## src/rtl/assert_macros.svh

```systemverilog
// Assertion helpers for the RTL.
`ifndef ASSERT_MACROS_SVH
`define ASSERT_MACROS_SVH

// Check a condition at every clock edge outside reset.
`define CHECK_PROP(lbl, prop, msg) \
    lbl: assert property (@(posedge i_clk) disable iff (!i_rst_n) (prop)) else $error(msg);

// Check that a consequence holds in the same cycle as its trigger.
`define CHECK_IMPL(lbl, ante, cons, msg) \
    lbl: assert property (@(posedge i_clk) disable iff (!i_rst_n) (ante) |-> (cons)) \
        else $error(msg);

`endif

```

## src/rtl/mspp_pkg.sv

```systemverilog
package mspp_pkg;

    localparam int SPR_W        = 12;   // sprite dimension
    localparam int XY_W         = 12;   // placement / rectangle origin
    localparam int WH_W         = 13;   // rectangle extent, page dimension
    localparam int VER_W        = 8;
    localparam int PGO_W        = 4;    // page index field on the result port
    localparam int PADDING      = 1;
    localparam int RESULT_LIMIT = 16;   // reports per flush
    localparam int CNT_W        = $clog2(RESULT_LIMIT + 1);

    localparam logic [WH_W-1:0] PAGE_DIM_MIN = 13'd2;
    localparam logic [WH_W-1:0] PAGE_DIM_MAX = 13'd4096;
    localparam logic [WH_W-1:0] PAGE_DIM_RST = 13'd1024;

    localparam logic [1:0] CFG_PAGE_W = 2'd0;
    localparam logic [1:0] CFG_PAGE_H = 2'd1;

    typedef enum logic [1:0] {
        OP_ADD   = 2'd0,
        OP_RESET = 2'd1,
        OP_FLUSH = 2'd2,
        OP_NONE  = 2'd3
    } t_op;

    typedef enum logic [2:0] {
        ST_PLACED    = 3'd0,
        ST_NO_ROOM   = 3'd1,
        ST_TOO_LARGE = 3'd2,
        ST_ACK       = 3'd3,
        ST_REPORT    = 3'd4
    } t_status;

endpackage

```

## src/rtl/multi_page_shelf_packer.sv

```systemverilog
// Shelf packer that places sprites into up to MAX_PAGES equal pages.
// Input channel (i_in_valid / o_in_ready) takes one item: add a sprite, reset all
// pages or flush the dirty rectangles. Result channel (o_out_valid / i_out_ready)
// gives one result per add or reset and one report per dirty page, up to
// RESULT_LIMIT, on a flush, the final one marked by o_last. Config channel
// (i_cfg_valid / o_cfg_ready) writes the page width (index 0) or height (index 1),
// clamped to 2..4096; write only when idle. Reset, unused codes, oversized sprites
// and empty flushes pass the emit state to the output register. An add tries the
// open pages, one page record read per cycle from the page memory, and opens a
// fresh page when none fits. A flush walks the open pages one per cycle unless the
// receiver stalls. One item is in flight at a time: o_in_ready is high when the
// sequencer is idle, even while the last result still waits in the output register.
// Receiver stall: the output register holds its item; the sequencer waits.
// Reset: page 0 is open with cursor 1,1 and marked wholly dirty at 1024 x 1024,
// version 0, no result pending. Pages rewound by a reset item are tracked by a
// flag per page, so no memory clearing pass is needed.
`include "assert_macros.svh"

module multi_page_shelf_packer
    import mspp_pkg::*;
#(
    parameter int MAX_PAGES  = 16,
    parameter int COORD_BITS = 13
) (
    input  logic                  i_clk,
    input  logic                  i_rst_n,
    input  logic                  i_in_valid,
    output logic                  o_in_ready,
    input  logic [1:0]            i_operation,
    input  logic [SPR_W-1:0]      i_sprite_width,
    input  logic [SPR_W-1:0]      i_sprite_height,
    output logic                  o_out_valid,
    input  logic                  i_out_ready,
    output logic [2:0]            o_status,
    output logic [PGO_W-1:0]      o_page_index,
    output logic [XY_W-1:0]       o_place_x,
    output logic [XY_W-1:0]       o_place_y,
    output logic [WH_W-1:0]       o_rect_width,
    output logic [WH_W-1:0]       o_rect_height,
    output logic [VER_W-1:0]      o_version,
    output logic                  o_last,
    input  logic                  i_cfg_valid,
    output logic                  o_cfg_ready,
    input  logic [1:0]            i_cfg_index,
    input  logic [WH_W-1:0]       i_cfg_data
);

    localparam int PW = (MAX_PAGES > 1) ? $clog2(MAX_PAGES) : 1;
    localparam int OW = $clog2(MAX_PAGES + 1);
    localparam int AW = ((COORD_BITS > WH_W) ? COORD_BITS : WH_W) + 2;

    typedef enum logic [4:0] {
        S_IDLE  = 5'b00001,
        S_EVAL  = 5'b00010,
        S_NEW   = 5'b00100,
        S_FLUSH = 5'b01000,
        S_EMIT  = 5'b10000
    } t_state;

    // One page record: shelf cursor plus dirty bounding rectangle.
    typedef struct packed {
        logic [COORD_BITS-1:0] cx;
        logic [COORD_BITS-1:0] cy;
        logic [COORD_BITS-1:0] sh;
        logic [XY_W-1:0]       rx;
        logic [XY_W-1:0]       ry;
        logic [WH_W-1:0]       rw;
        logic [WH_W-1:0]       rh;
    } t_rec;

    // ---------------- registers ----------------
    t_state                r_state, n_state;
    logic [PW-1:0]         r_page, n_page;
    logic [OW-1:0]         r_pages_open, n_pages_open;
    logic [MAX_PAGES-1:0]  r_dirty, n_dirty;
    logic [MAX_PAGES-1:0]  r_fresh, n_fresh;       // page rewound, memory record stale
    logic [VER_W-1:0]      r_version, n_version;
    logic [CNT_W-1:0]      r_count, n_count;
    logic [WH_W-1:0]       r_page_w, n_page_w;
    logic [WH_W-1:0]       r_page_h, n_page_h;
    logic [WH_W-1:0]       r_snap_w, n_snap_w;     // page size at the last rewind
    logic [WH_W-1:0]       r_snap_h, n_snap_h;
    logic [SPR_W-1:0]      r_spr_w, n_spr_w;
    logic [SPR_W-1:0]      r_spr_h, n_spr_h;

    t_status               r_res_status, n_res_status;
    logic [PW-1:0]         r_res_page, n_res_page;
    logic [XY_W-1:0]       r_res_x, n_res_x;
    logic [XY_W-1:0]       r_res_y, n_res_y;
    logic [WH_W-1:0]       r_res_w, n_res_w;
    logic [WH_W-1:0]       r_res_h, n_res_h;

    logic                  r_out_valid, n_out_valid;
    t_status               r_out_status, n_out_status;
    logic [PW-1:0]         r_out_page, n_out_page;
    logic [XY_W-1:0]       r_out_x, n_out_x;
    logic [XY_W-1:0]       r_out_y, n_out_y;
    logic [WH_W-1:0]       r_out_w, n_out_w;
    logic [WH_W-1:0]       r_out_h, n_out_h;
    logic [VER_W-1:0]      r_out_ver, n_out_ver;
    logic                  r_out_last, n_out_last;

    t_rec                  r_mem [MAX_PAGES];
    t_rec                  r_rd;

    // ---------------- combinational signals ----------------
    logic                  w_in_acc;
    logic                  w_out_free;
    logic                  w_too_large;
    logic [WH_W-1:0]       w_cfg_val;
    logic [MAX_PAGES-1:0]  w_open_mask;
    logic [MAX_PAGES-1:0]  w_above_mask;
    logic                  w_any_dirty;
    logic                  w_later_dirty;
    logic                  w_fl_last;
    logic [OW-1:0]         w_page_inc;
    t_rec                  w_src;
    logic                  w_src_dirty;
    t_rec                  w_new_rec;
    logic                  w_fit;
    logic [XY_W-1:0]       w_px_out;
    logic [XY_W-1:0]       w_py_out;
    logic                  w_mem_we;
    logic [PW+PGO_W-1:0]   w_pg_ext;

    logic [AW-1:0] a_cx, a_cy, a_sh, a_w, a_h, a_pw, a_ph;
    logic [AW-1:0] a_px, a_py, a_lh, a_pr, a_pb;
    logic [AW-1:0] a_rx, a_ry, a_rr, a_rb, a_l, a_t, a_r, a_b;

    assign w_in_acc    = i_in_valid && o_in_ready;
    assign w_out_free  = !r_out_valid || i_out_ready;
    assign w_too_large = (i_sprite_width == '0) || (i_sprite_height == '0) ||
                         ({1'b0, i_sprite_width} >= r_page_w) ||
                         ({1'b0, i_sprite_height} >= r_page_h);
    assign w_cfg_val   = (i_cfg_data < PAGE_DIM_MIN) ? PAGE_DIM_MIN :
                         (i_cfg_data > PAGE_DIM_MAX) ? PAGE_DIM_MAX : i_cfg_data;
    assign w_page_inc  = OW'(r_page) + OW'(1);

    always_comb begin
        for (int i = 0; i < MAX_PAGES; i++) begin
            w_open_mask[i]  = (i < int'(r_pages_open));
            w_above_mask[i] = (i > int'(r_page));
        end
    end

    assign w_any_dirty   = |(r_dirty & w_open_mask);
    assign w_later_dirty = |(r_dirty & w_open_mask & w_above_mask);
    assign w_fl_last     = !w_later_dirty || (r_count == CNT_W'(RESULT_LIMIT - 1));

    // Page record under evaluation: a freshly opened page, a rewound page or memory.
    always_comb begin
        w_src       = r_rd;
        w_src_dirty = r_dirty[r_page];
        if (r_state == S_NEW) begin
            w_src.cx    = COORD_BITS'(PADDING);
            w_src.cy    = COORD_BITS'(PADDING);
            w_src.sh    = '0;
            w_src.rx    = '0;
            w_src.ry    = '0;
            w_src.rw    = r_page_w;
            w_src.rh    = r_page_h;
            w_src_dirty = 1'b1;
        end else if (r_fresh[r_page]) begin
            w_src.cx = COORD_BITS'(PADDING);
            w_src.cy = COORD_BITS'(PADDING);
            w_src.sh = '0;
            w_src.rx = '0;
            w_src.ry = '0;
            w_src.rw = r_snap_w;
            w_src.rh = r_snap_h;
        end
    end

    // Shelf placement on one page and the updated record.
    always_comb begin
        a_cx = AW'(w_src.cx);
        a_cy = AW'(w_src.cy);
        a_sh = AW'(w_src.sh);
        a_w  = AW'(r_spr_w);
        a_h  = AW'(r_spr_h);
        a_pw = AW'(r_page_w);
        a_ph = AW'(r_page_h);
        // wrap to a new shelf when the row is too short
        if (a_cx + a_w + AW'(PADDING) > a_pw) begin
            a_px = '0;
            a_py = a_cy + a_sh + AW'(PADDING);
            a_lh = '0;
        end else begin
            a_px = a_cx;
            a_py = a_cy;
            a_lh = a_sh;
        end
        a_pr  = a_px + a_w;
        a_pb  = a_py + a_h;
        w_fit = (a_pb <= a_ph);

        a_rx = AW'(w_src.rx);
        a_ry = AW'(w_src.ry);
        a_rr = a_rx + AW'(w_src.rw);
        a_rb = a_ry + AW'(w_src.rh);
        if (w_src_dirty) begin
            a_l = (a_rx < a_px) ? a_rx : a_px;
            a_t = (a_ry < a_py) ? a_ry : a_py;
            a_r = (a_rr > a_pr) ? a_rr : a_pr;
            a_b = (a_rb > a_pb) ? a_rb : a_pb;
        end else begin
            a_l = a_px;
            a_t = a_py;
            a_r = a_pr;
            a_b = a_pb;
        end

        w_new_rec.cx = COORD_BITS'(a_pr + AW'(PADDING));
        w_new_rec.cy = COORD_BITS'(a_py);
        w_new_rec.sh = COORD_BITS'((a_lh < a_h) ? a_h : a_lh);
        w_new_rec.rx = XY_W'(a_l);
        w_new_rec.ry = XY_W'(a_t);
        w_new_rec.rw = WH_W'(a_r - a_l);
        w_new_rec.rh = WH_W'(a_b - a_t);
        w_px_out     = XY_W'(a_px);
        w_py_out     = XY_W'(a_py);
    end

    assign w_mem_we = ((r_state == S_EVAL) || (r_state == S_NEW)) && w_fit;

    // ---------------- sequencer ----------------
    always_comb begin
        n_state      = r_state;
        n_page       = r_page;
        n_pages_open = r_pages_open;
        n_dirty      = r_dirty;
        n_fresh      = r_fresh;
        n_version    = r_version;
        n_count      = r_count;
        n_page_w     = r_page_w;
        n_page_h     = r_page_h;
        n_snap_w     = r_snap_w;
        n_snap_h     = r_snap_h;
        n_spr_w      = r_spr_w;
        n_spr_h      = r_spr_h;
        n_res_status = r_res_status;
        n_res_page   = r_res_page;
        n_res_x      = r_res_x;
        n_res_y      = r_res_y;
        n_res_w      = r_res_w;
        n_res_h      = r_res_h;
        n_out_valid  = r_out_valid && !i_out_ready;
        n_out_status = r_out_status;
        n_out_page   = r_out_page;
        n_out_x      = r_out_x;
        n_out_y      = r_out_y;
        n_out_w      = r_out_w;
        n_out_h      = r_out_h;
        n_out_ver    = r_out_ver;
        n_out_last   = r_out_last;

        if (i_cfg_valid) begin
            if (i_cfg_index == CFG_PAGE_W) begin
                n_page_w = w_cfg_val;
            end else if (i_cfg_index == CFG_PAGE_H) begin
                n_page_h = w_cfg_val;
            end
        end

        unique case (r_state)
            S_IDLE: begin
                if (w_in_acc) begin
                    n_spr_w      = i_sprite_width;
                    n_spr_h      = i_sprite_height;
                    n_page       = '0;
                    n_count      = '0;
                    n_res_status = ST_ACK;
                    n_res_page   = '0;
                    n_res_x      = '0;
                    n_res_y      = '0;
                    n_res_w      = '0;
                    n_res_h      = '0;
                    n_state      = S_EMIT;
                    case (t_op'(i_operation))
                        OP_ADD: begin
                            if (w_too_large) begin
                                n_res_status = ST_TOO_LARGE;
                                n_res_w      = WH_W'(i_sprite_width);
                                n_res_h      = WH_W'(i_sprite_height);
                            end else begin
                                n_state = S_EVAL;
                            end
                        end
                        OP_RESET: begin
                            // rewind every page; open ones become wholly dirty
                            n_snap_w  = r_page_w;
                            n_snap_h  = r_page_h;
                            n_fresh   = '1;
                            n_dirty   = r_dirty | w_open_mask;
                            n_version = r_version + VER_W'(1);
                        end
                        OP_FLUSH: begin
                            if (w_any_dirty) begin
                                n_state = S_FLUSH;
                            end
                        end
                        default: begin
                        end
                    endcase
                end
            end
            S_EVAL: begin
                if (w_fit) begin
                    n_dirty[r_page] = 1'b1;
                    n_fresh[r_page] = 1'b0;
                    n_res_status    = ST_PLACED;
                    n_res_page      = r_page;
                    n_res_x         = w_px_out;
                    n_res_y         = w_py_out;
                    n_res_w         = WH_W'(r_spr_w);
                    n_res_h         = WH_W'(r_spr_h);
                    n_state         = S_EMIT;
                end else if (w_page_inc < r_pages_open) begin
                    // advance to the next open page; its record is read now
                    n_page = PW'(w_page_inc);
                end else if (r_pages_open < OW'(MAX_PAGES)) begin
                    n_page  = PW'(r_pages_open);
                    n_state = S_NEW;
                end else begin
                    n_res_status = ST_NO_ROOM;
                    n_res_page   = '0;
                    n_res_x      = '0;
                    n_res_y      = '0;
                    n_res_w      = WH_W'(r_spr_w);
                    n_res_h      = WH_W'(r_spr_h);
                    n_state      = S_EMIT;
                end
            end
            S_NEW: begin
                n_res_w = WH_W'(r_spr_w);
                n_res_h = WH_W'(r_spr_h);
                n_state = S_EMIT;
                if (w_fit) begin
                    n_dirty[r_page] = 1'b1;
                    n_fresh[r_page] = 1'b0;
                    n_pages_open    = r_pages_open + OW'(1);
                    n_res_status    = ST_PLACED;
                    n_res_page      = r_page;
                    n_res_x         = w_px_out;
                    n_res_y         = w_py_out;
                end else begin
                    n_res_status = ST_NO_ROOM;
                    n_res_page   = '0;
                    n_res_x      = '0;
                    n_res_y      = '0;
                end
            end
            S_FLUSH: begin
                if (r_dirty[r_page]) begin
                    if (w_out_free) begin
                        n_out_valid     = 1'b1;
                        n_out_status    = ST_REPORT;
                        n_out_page      = r_page;
                        n_out_x         = r_fresh[r_page] ? '0 : r_rd.rx;
                        n_out_y         = r_fresh[r_page] ? '0 : r_rd.ry;
                        n_out_w         = r_fresh[r_page] ? r_snap_w : r_rd.rw;
                        n_out_h         = r_fresh[r_page] ? r_snap_h : r_rd.rh;
                        n_out_ver       = r_version;
                        n_out_last      = w_fl_last;
                        n_dirty[r_page] = 1'b0;
                        n_count         = r_count + CNT_W'(1);
                        if (w_fl_last) begin
                            n_state = S_IDLE;
                        end else begin
                            n_page = PW'(w_page_inc);
                        end
                    end
                end else begin
                    // skip a clean page
                    n_page = PW'(w_page_inc);
                end
            end
            S_EMIT: begin
                if (w_out_free) begin
                    n_out_valid  = 1'b1;
                    n_out_status = r_res_status;
                    n_out_page   = r_res_page;
                    n_out_x      = r_res_x;
                    n_out_y      = r_res_y;
                    n_out_w      = r_res_w;
                    n_out_h      = r_res_h;
                    n_out_ver    = r_version;
                    n_out_last   = 1'b1;
                    n_state      = S_IDLE;
                end
            end
            default: begin
                n_state = S_IDLE;
            end
        endcase
    end

    always_ff @(posedge i_clk) begin
        if (!i_rst_n) begin
            r_state      <= S_IDLE;
            r_page       <= '0;
            r_pages_open <= OW'(1);
            r_dirty      <= MAX_PAGES'(1);
            r_fresh      <= '1;
            r_version    <= '0;
            r_count      <= '0;
            r_page_w     <= PAGE_DIM_RST;
            r_page_h     <= PAGE_DIM_RST;
            r_snap_w     <= PAGE_DIM_RST;
            r_snap_h     <= PAGE_DIM_RST;
            r_out_valid  <= 1'b0;
        end else begin
            r_state      <= n_state;
            r_page       <= n_page;
            r_pages_open <= n_pages_open;
            r_dirty      <= n_dirty;
            r_fresh      <= n_fresh;
            r_version    <= n_version;
            r_count      <= n_count;
            r_page_w     <= n_page_w;
            r_page_h     <= n_page_h;
            r_snap_w     <= n_snap_w;
            r_snap_h     <= n_snap_h;
            r_out_valid  <= n_out_valid;
        end
    end

    always_ff @(posedge i_clk) begin
        r_spr_w      <= n_spr_w;
        r_spr_h      <= n_spr_h;
        r_res_status <= n_res_status;
        r_res_page   <= n_res_page;
        r_res_x      <= n_res_x;
        r_res_y      <= n_res_y;
        r_res_w      <= n_res_w;
        r_res_h      <= n_res_h;
        r_out_status <= n_out_status;
        r_out_page   <= n_out_page;
        r_out_x      <= n_out_x;
        r_out_y      <= n_out_y;
        r_out_w      <= n_out_w;
        r_out_h      <= n_out_h;
        r_out_ver    <= n_out_ver;
        r_out_last   <= n_out_last;
    end

    // Page memory: read the page the sequencer moves to, write back a placement.
    // A write only happens on the final step of an add, so no read of the same
    // page can follow before the item is done.
    always_ff @(posedge i_clk) begin
        if (w_mem_we) begin
            r_mem[r_page] <= w_new_rec;
        end
        r_rd <= r_mem[n_page];
    end

    // ---------------- ports ----------------
    assign w_pg_ext      = {{PGO_W{1'b0}}, r_out_page};
    assign o_in_ready    = (r_state == S_IDLE);
    assign o_cfg_ready   = 1'b1;
    assign o_out_valid   = r_out_valid;
    assign o_status      = r_out_status;
    assign o_page_index  = w_pg_ext[PGO_W-1:0];
    assign o_place_x     = r_out_x;
    assign o_place_y     = r_out_y;
    assign o_rect_width  = r_out_w;
    assign o_rect_height = r_out_h;
    assign o_version     = r_out_ver;
    assign o_last        = r_out_last;

    // ---------------- assertions ----------------
    `CHECK_PROP(a_pages_open_range, (r_pages_open != '0) && (r_pages_open <= OW'(MAX_PAGES)), "open page count out of range")
    `CHECK_IMPL(a_flush_page_open, r_state == S_FLUSH, OW'(r_page) < r_pages_open, "flush walked past the open pages")
    `CHECK_IMPL(a_placed_dirty, (r_state == S_EMIT) && (r_res_status == ST_PLACED), r_dirty[r_res_page], "placed page not dirty")
    `CHECK_PROP(a_report_limit, r_count <= CNT_W'(RESULT_LIMIT), "flush report count over limit")

endmodule
```

## config.mk

```make
export PLATFORM = sky130hd
export DESIGN_NAME = multi_page_shelf_packer
export DESIGN_NICKNAME = d
export VERILOG_FILES = /design/src/rtl/mspp_pkg.sv /design/src/rtl/multi_page_shelf_packer.sv
export VERILOG_INCLUDE_DIRS = /design/src /design/src/rtl
export SDC_FILE = /design/constraint.sdc
export NUM_CORES = 2
export LEC_CHECK = 0
export BUFFER_PORTS_ARGS = -buffer_cell sky130_fd_sc_hd__buf_2
export CORE_MARGIN = 5
export CORE_UTILIZATION = 29
export CTS_CLUSTER_DIAMETER = 60
export DETAILED_ROUTE_END_ITERATION = 8
export PLACE_DENSITY = 0.54
export SYNTH_ARGS = -nofsm -noshare
export SYNTH_HDL_FRONTEND = slang
export SYNTH_SLANG_ARGS = --single-unit
```

## constraint.sdc

```tcl
create_clock -name i_clk -period 19.6 [get_ports i_clk]
set_clock_uncertainty 0.2 [all_clocks]
set_input_delay 1.96 -clock i_clk [delete_from_list [all_inputs] [get_ports i_clk]]
set_output_delay 1.96 -clock i_clk [all_outputs]
set_load 0.03 [all_outputs]
```

==> metrics.yaml <==
setup_path:
  cpLargestDelayFamily: "compound AO/OA/AOI/OAI gates"
  critPathRequiredTime_ps: 20120
  slowest_stage: "nand2b_4"
  path_max_fanout: 46
  cp_data_arrival_time_ps: 15730
  reg2reg_slack_ps: 4390
  worstSetupPathType: "reg -> reg"
  path_depth: 51
  max_stage_delay_ps: 970
  path_buf_inv: 5
  end_kind: "register"
  reg2regPathDepth: 51
  crit_top_cell: "a21oi_1"
  startpoint_type: "register"
sta:
  slew_headroom_pct: 4.249
  setup_tns_ps: 0
  rsz0062_at_grt: "false"
  worstMarginPinSlew_ps: 1426
  drv_slew: 0
  hold_viol: 0
  final_period_minus_worst_setup_slack_ps: 15210
  fmax_ghz: 0.06575
  min_period_over_period_pct: 77.60
  hold-worst-slack_ps: 252.2
  setup_viol: 0
yosys:
  avgSynthCellArea_um2: 13.38
  synthesis.nets: 6007
  synth_area_leaders: "edfxtp_1 (61%), mux2i_1 (5.8%), dfxtp_1 (5.2%)"
  synth-edff-count: 1568
  yosysUniqueCellTypes: 86
  yosysWarnings: 0
  ys_seq_area_share_pct: 66.66
  synthCells: 5732
  synth-seq-cells: 1769
  synth_top_cell_area_share_pct: 61.41
  yosysTopAreaCell: "edfxtp_1"
  ys_async_sr_fraction_pct: 0
  synthTopCellsByCount: "edfxtp_1 (1,568), nand2_1 (671), a21oi_1 (575)"
  synth_area_mm2: 0.07667
  yosysMostFrequentCell: "edfxtp_1"
  synthFlopType: "edfxtp_1"
grt:
  grt_max_degree: 201
  antenna_found_initial: 27
  grt_overflow: 0
  grt_pass1_vias: 48010
  grt_pass1_wl_um: 351200
  grt_usage_pct: 17.41
clock_network:
  cts_buffers: 191
  cts_tree: "built"
  htree_levels: 4
  clock-root-buffer: "clkbuf_16"
  post-cts-setup-buffers: 0
  cts_num_sinks: 1769
  cts.path.max_buffers: 3
  clock_latency_ps: 890
  cts_resized: 0
  cts_hold_buf: 0
  path_clk_slew_ps: 70
drt:
  detail_route.wl_per_cell_um: 25.91
  drtAntennaViolNets: 0
  drt-initial-drc-count: 4871
  num_vias: 49400
  route.detailed.drc: 0
  vias_per_cell: 5.200
  first_pass_iters: 8
  wirelength_um: 246200
run_status:
  status: "finished, final reports clean"
die:
  initial_core_util_pct: 29.18
  die_area_mm2: 0.2748
  die_h_um: 524.2
  die_x_um: 524.2
  rows: 188
  ios: 115
  coreArea_mm2: 0.2627
min_path:
  hold_class: "reg -> reg"
  holdPathStages: 2
cells_and_area:
  nNetsFinal: 6083
  fillers: 25720
  syn2layout_area_growth_pct: 14.73
  layout-drive-gt1-share_pct: 10.32
  layout.area.seq_mm2: 0.05111
  multi_input_area_mm2: 0.02376
placed_design:
  gp_congestion: 0.9103
  portBuffers: 113
  place_hpwl_um: 150800
power:
  ir_worst_vdd_mv: 0.2332
  power.density_mw_per_mm2: 167.6
  p_leak_nw: 33.94
run:
  drv_cap: 0
cell type report:
class | instances | share of cell area (%)
diodes | 8 | 0.02276
clock buffers | 262 | 6.069
clock inverters | 101 | 1.247
inverters | 178 | 0.7610
multi-input cells | 3444 | 27.01
flip-flops and latches | 1769 | 58.10
well taps | 3515 | 5.000
repair buffers | 224 | 1.789
state kept, by name, summed over array words and instances (netlist names), 13 cells and up:
name           count
r_mem           1424
r_page_w          13
r_rd              89
o_rect_width      13
r_page_h          13
r_fresh           16
o_rect_height     13
r_snap_w          13
r_snap_h          13
r_dirty           16
final timing paths:
check,startpoint,to
setup / recovery,r_page[1]$_SDFF_PN0_,r_rd[81]$_DFF_P_
setup reg to reg,r_page[1]$_SDFF_PN0_,r_rd[81]$_DFF_P_
hold reg to reg,r_snap_h[11]$_SDFFE_PN0P_,r_snap_h[11]$_SDFFE_PN0P_
hold / removal,r_snap_h[11]$_SDFFE_PN0P_,r_snap_h[11]$_SDFFE_PN0P_
stage by stage:
stage               power, mW  instances  setup WS [ps]  instance area [um^2]  util, %
floorplan               9.040       5732           5532                 76670        -
CTS                     14.78       9493           4572                 87940    33.47
global route            15.38       9495           3582                 87950    33.47
detailed placement      11.13       9130           4709                 81500    31.02
finish                  14.74       9501           4391                 87960    33.48
global placement        11.03       9130           4786                 81500    31.02
logic make-up (layout without fill, tap and decap cells):
family | Yosys count | in the layout | share of synthesized area (%)
AOI/OAI and AO/OA | 1399 | 1399 | 12.34
other | 1 | 9 | 0.004891
buffers and inverters | 519 | 765 | 2.763
DFF | 1769 | 1769 | 66.66
adders and majority gates | 230 | 230 | 3.819
xor gates and xnor gates | 100 | 100 | 1.142
muxes | 474 | 474 | 6.294
and+or+nand+nor | 1240 | 1240 | 6.983
routing by layer:
metal	GRT usage (%)	part of all wire, %	vias to the layer above
li1	-	-	22050
met1	23.90	43	25230
met2	28.09	47	1742
met3	2.563	6.3	374
met4	6.258	3.6	4
met5	0	0.0093	-
worst reg2reg max path, delay by kind of cell (launching register included):
family	cells	cell delay (ps)
buffers and inverters	5	1940
flip-flops	1	710
adder cells (fa/ha/maj)	4	1380
AND/OR/NAND/NOR	15	2910
multiplexers	1	190
XOR/XNOR	2	450
AO/OA/AOI/OAI	24	7250
report_power, final:
group          leakage, nW  switching (mW)  internal, mW
combinational         14.9            3.69          1.36
sequential            16.0           0.119          5.95
clock                 3.12            1.56          2.07
total                 33.9            5.37          9.37
cells in the final DEF, fill, tap and decap left out, types with 19 or more instances in the layout:
master     instances
clkbuf_8          25
a21oi_1          573
o21ai_0          133
and3_1            28
a22oi_1           91
a21boi_0          22
a221oi_1         270
mux2_2            23
mux2i_1          437
buf_4             97
nor3_1            34
inv_1            176
clkbuf_16        193
nor2_1           234
nor2b_1           34
buf_2            113
xor2_1            34
clkinv_1          19
clkinv_2          34
dfxtp_1          201
clkbuf_1          44
a2111o_1          89
o21a_1            31
edfxtp_1        1568
and2_1            37
nand2_1          667
a21o_1            37
ha_1             222
nand3_1           83
xnor2_1           61
(Power assumes the default switching activity.)
